==> src/hdl/rbs_pkg.sv <==
package rbs_pkg;

  localparam int MAX_RECORDS_DEF = 8;
  localparam int KEY_W = 32;
  localparam int PAY_W = 16;

  typedef struct packed {
    logic signed [KEY_W-1:0] key;
    logic        [PAY_W-1:0] payload;
    logic                    last;
  } in_word_t;

  typedef struct packed {
    logic signed [KEY_W-1:0] sorted_key;
    logic        [PAY_W-1:0] sorted_payload;
    logic                    end_of_set;
  } out_word_t;

  // one record as held in a cell of the chain
  typedef struct packed {
    logic                    vld;
    logic signed [KEY_W-1:0] key;
    logic        [PAY_W-1:0] pay;
  } slot_t;

  // chain-wide control, the same for every cell
  typedef struct packed {
    logic ins;  // insert the incoming record this cycle
    logic shf;  // shift the chain toward cell 0
  } ctl_t;

endpackage

==> src/hdl/record_bubble_sort.sv <==
// Sorts a set of up to MAX_RECORDS records (signed 32-bit key, 16-bit payload)
// and returns them lowest key first; records with equal keys leave in arrival
// order. Input words are taken one per cycle: each record is placed into its
// sorted position in a row of MAX_RECORDS cells as it arrives, so no sort pass
// follows the set. The word flagged last closes the set; from the next cycle
// cell 0 presents the smallest record and each taken output word shifts the
// row by one cell, with end_of_set on the final word. No input is taken while
// a set drains. Records that arrive while all cells are full are dropped, but
// a dropped word flagged last still closes the set.
module record_bubble_sort #(
  parameter int MAX_RECORDS = rbs_pkg::MAX_RECORDS_DEF
) (
  input  logic               clk,
  input  logic               rst_n,
  input  logic               in_valid,
  output logic               in_ready,
  input  rbs_pkg::in_word_t  in_data,
  output logic               out_valid,
  input  logic               out_ready,
  output rbs_pkg::out_word_t out_data
);

  typedef enum logic {
    ST_LOAD,
    ST_DRAIN
  } state_t;

  state_t state_r;
  state_t state_nxt;

  rbs_pkg::slot_t slots [MAX_RECORDS];
  logic           gts   [MAX_RECORDS];
  rbs_pkg::slot_t new_slot;
  rbs_pkg::ctl_t  ctl;
  logic           in_acc;

  assign in_ready = (state_r == ST_LOAD);
  assign in_acc   = in_valid && in_ready;

  assign new_slot.vld = 1'b1;
  assign new_slot.key = in_data.key;
  assign new_slot.pay = in_data.payload;

  // drop the record when the last cell is already taken
  assign ctl.ins = in_acc && !slots[MAX_RECORDS-1].vld;
  assign ctl.shf = out_valid && out_ready;

  genvar i;
  generate
    for (i = 0; i < MAX_RECORDS; i++) begin : g_cell
      rbs_pkg::slot_t left_slot;
      rbs_pkg::slot_t right_slot;
      logic           left_gt;

      if (i == 0) begin : g_first
        assign left_slot = '0;
        assign left_gt   = 1'b0;
      end else begin : g_mid
        assign left_slot = slots[i-1];
        assign left_gt   = gts[i-1];
      end

      if (i == MAX_RECORDS - 1) begin : g_tail
        assign right_slot = '0;
      end else begin : g_body
        assign right_slot = slots[i+1];
      end

      rbs_cell u_cell (
        .clk        (clk),
        .rst_n      (rst_n),
        .ctl        (ctl),
        .new_slot   (new_slot),
        .left_slot  (left_slot),
        .left_gt    (left_gt),
        .right_slot (right_slot),
        .slot       (slots[i]),
        .gt         (gts[i])
      );
    end
  endgenerate

  assign out_valid               = (state_r == ST_DRAIN) && slots[0].vld;
  assign out_data.sorted_key     = slots[0].key;
  assign out_data.sorted_payload = slots[0].pay;
  assign out_data.end_of_set     = !slots[1].vld;

  always_comb begin
    state_nxt = state_r;
    case (state_r)
      ST_LOAD: begin
        if (in_acc && in_data.last) begin
          state_nxt = ST_DRAIN;
        end
      end
      ST_DRAIN: begin
        // leave once the final word is taken
        if (ctl.shf && !slots[1].vld) begin
          state_nxt = ST_LOAD;
        end
      end
      default: begin
        state_nxt = ST_LOAD;
      end
    endcase
  end

  always_ff @(posedge clk) begin
    if (!rst_n) begin
      state_r <= ST_LOAD;
    end else begin
      state_r <= state_nxt;
    end
  end

endmodule

==> src/hdl/rbs_cell.sv <==
module rbs_cell (
  input  logic           clk,
  input  logic           rst_n,
  input  rbs_pkg::ctl_t  ctl,
  input  rbs_pkg::slot_t new_slot,
  input  rbs_pkg::slot_t left_slot,
  input  logic           left_gt,
  input  rbs_pkg::slot_t right_slot,
  output rbs_pkg::slot_t slot,
  output logic           gt
);

  rbs_pkg::slot_t slot_r;
  rbs_pkg::slot_t slot_nxt;

  // empty cells count as greater, so the free tail always opens up
  assign gt   = !slot_r.vld || (slot_r.key > new_slot.key);
  assign slot = slot_r;

  always_comb begin
    slot_nxt = slot_r;
    if (ctl.ins) begin
      if (left_gt) begin
        slot_nxt = left_slot;
      end else if (gt) begin
        slot_nxt     = new_slot;
        slot_nxt.vld = 1'b1;
      end
    end else if (ctl.shf) begin
      slot_nxt = right_slot;
    end
  end

  always_ff @(posedge clk) begin
    if (!rst_n) begin
      slot_r.vld <= 1'b0;
    end else begin
      slot_r.vld <= slot_nxt.vld;
    end
    slot_r.key <= slot_nxt.key;
    slot_r.pay <= slot_nxt.pay;
  end

endmodule
==> config.mk <==
export PLATFORM = sky130hd
export DESIGN_NAME = record_bubble_sort
export DESIGN_NICKNAME = d
export VERILOG_FILES = /design/src/hdl/rbs_pkg.sv /design/src/hdl/record_bubble_sort.sv /design/src/hdl/rbs_cell.sv
export SDC_FILE = /design/constraint.sdc
export NUM_CORES = 1
export LEC_CHECK = 0
export BUFFER_PORTS_ARGS = -buffer_cell sky130_fd_sc_hd__buf_2
export CAP_MARGIN = 20
export CORE_MARGIN = 5
export CORE_UTILIZATION = 40
export CTS_CLUSTER_DIAMETER = 40
export DETAILED_ROUTE_END_ITERATION = 12
export SKIP_LAST_GASP = 1
export SLEW_MARGIN = 20
export SYNTH_ARGS = -nofsm -noshare
export SYNTH_HDL_FRONTEND = slang
export SYNTH_HIERARCHICAL = 1
export SYNTH_SLANG_ARGS = --single-unit
export TNS_END_PERCENT = 10
==> constraint.sdc <==
create_clock -name clk -period 10 [get_ports clk]
set_input_delay 1 -clock clk [delete_from_list [all_inputs] [get_ports clk]]
set_output_delay 1 -clock clk [all_outputs]
set_load 0.01 [all_outputs]
==> impl_metrics.yaml <==
status:
  status: "finished, final reports clean"
clock_network:
  cts_max_level: 3
  clockBufferDepth: 3
  root_buffer: "clkbuf_16"
  cts.sinks: 393
  cts.clk_slew.worst_paths_ns: 0.05
  cts-hold-fix-buffers: 0
  post_cts_buffers: 0
  clkLatencyLatePin_ns: 0.60
  cts_resized: 0
  cts_tree: "done"
  cts_buffers: 81
flow_run:
  drv_cap: 0
detailed_routing:
  drtPass1Iterations: 6
  wl_per_cell_um: 21.2
  viasPerCell: 5.56
  routed_wl_mm: 80.3
  vias: 21025
  drc: 0
  postRouteAntennaNets: 0
  drtIter0Drc: 1990
synthesis:
  syn_area_um2: 26600
  ys_warn_count: 6
  synth_cells: 2680
  synth.avg_cell_area_um2: 9.93
global_routing:
  grt_most_used_layer: "met2"
  grt_max_degree: 261
  grtUsageMet2_pct: 35.9
  use_met3_pct: 3.09
  grt_pass1_vias: 20904
  grt_usage_pct: 21.8
  antenna_found_initial: 0
  gr-total-overflow: 0
  grt_use_met1_pct: 30.2
  grt_pass1_wl_mm: 123
die:
  io_pins: 104
  rows: 94
  die_w_um: 268
  coreArea_um2: 65900
  die_y_um: 268
  dieArea_um2: 71800
  initial_utilization_pct: 40.4
placement:
  post-place-ws_ns: 3.40
  routabilityCongestion: 0.917
  dp_hpwl_mm: 53.9
  portBuffers: 103
worst_setup_path:
  arrival_ns: 6.31
  crit_path_end_kind: "flip-flop"
  crit_fanout: 36
  required_ns: 10.23
  worst-r2r-setup-slack_ns: 4.23
  criticalPathCategory: "primary input to flip-flop"
  critPathLaunchType: "primary input"
timing:
  tightest_slew_ns: 1.11
  max_freq_mhz: 164
  rsz0062_at_grt: "false"
  relSlewSlack_pct: 23.8
  skew_ns: 0.0192
  hold_viol_final: 0
  fin_crit_ns: 6.08
  final_max_slew_viol_count: 0
  fin_crit_sh_pct: 60.8
  fin_ws_ns: 3.92
  fin_tns_setup_ns: 0
  setup_viol: 0
final_layout:
  syn2layout_area_growth_pct: 17.6
  fin_util_pct: 47.5
  layout-drive-gt1-share_pct: 10.9
  nets: 3160
  diodes: 0
min_path:
  hp-class: "flip-flop to flip-flop"
pwr:
  power_leakage_uw: 0.0150
  ir_worst_vdd_uv: 161
  power.density_nw_per_um2: 207
## layout by cell type, fill, tap and decap left out, types with 9 or more instances in the layout
cell type and n:
a21oi_1 481, buf_2 103, buf_4 20, bufinv_16 14, clkbuf_16 83, clkinv_2 11
clkinv_4 9, clkinvlp_4 11, conb_1 99, dfxtp_1 9, edfxtp_1 384, ha_1 256
inv_1 267, inv_6 10, mux2i_1 384, nand2_1 48, nand3_1 24, nand4_1 64
nor2_1 416, nor3_1 15, nor4_1 15, o211ai_1 16, o21ai_0 10, o21ai_1 14
## metal layers
metal	wire [um]	vias to the layer above
li1	-	10068
met1	36400	10249
met2	37200	607
met3	4650	101
met4	2070	0
met5	0	-
## worst max-delay path, stage by stage
cell      delay, ns
buf_2          0.29
inv_1          0.08
ha_1           0.32
nand4_1        0.18
nor4_1         0.84
o31a_1         0.37
nor3_1         0.12
o21ai_4        0.67
buf_4          0.76
nand3b_1       0.21
o41ai_2        0.12
a21oi_4        0.69
buf_4          0.59
## path summary, 6_finish.rpt
kind | from | end | cells after the start
min | g_cell[7].u_cell/slot[0]$_DFFE_PP_ | g_cell[6].u_cell/slot[0]$_DFFE_PP_ | 2
min reg2reg | g_cell[7].u_cell/slot[0]$_DFFE_PP_ | g_cell[6].u_cell/slot[0]$_DFFE_PP_ | 2
max reg2reg | g_cell[3].u_cell/slot[37]$_DFFE_PP_ | g_cell[4].u_cell/slot[7]$_DFFE_PP_ | 11
max | in_data[40] | g_cell[4].u_cell/slot[7]$_DFFE_PP_ | 13
## power breakdown
| group | total (uW) | switching [uW] | internal [uW] |
|---|---|---|---|
| registers | 2300 | 179 | 2130 |
| clock network | 2860 | 960 | 1900 |
| logic | 1300 | 825 | 476 |
| total | 6460 | 1960 | 4500 |
## final cells by class
type	instances	area (um2)
clock inverter	61	779
multi-input combinational	1982	13900
inverter	267	1000
fill	6091	34600
tap	864	1080
clock buffer	89	2100
sequential	393	11700
timing repair buffer	126	726
## registers in the layout, summed over array words and instances (netlist names)
| register | cells |
|---|---|
| g_cell.u_cell/slot | 392 |
| state_r | 1 |
## metrics by stage
stage,cell area (um2),hold WS [ns],instances,power [uW]
final,31300,0.572,3782,6460
after global routing,31300,0.586,3782,6770
after CTS,31300,0.574,3782,6500
after detailed placement,28400,0.562,3632,3610
after global placement,28400,0.556,3632,3570
after floorplan,27000,0.538,2778,3160
Power figures use the tool's default switching activity.
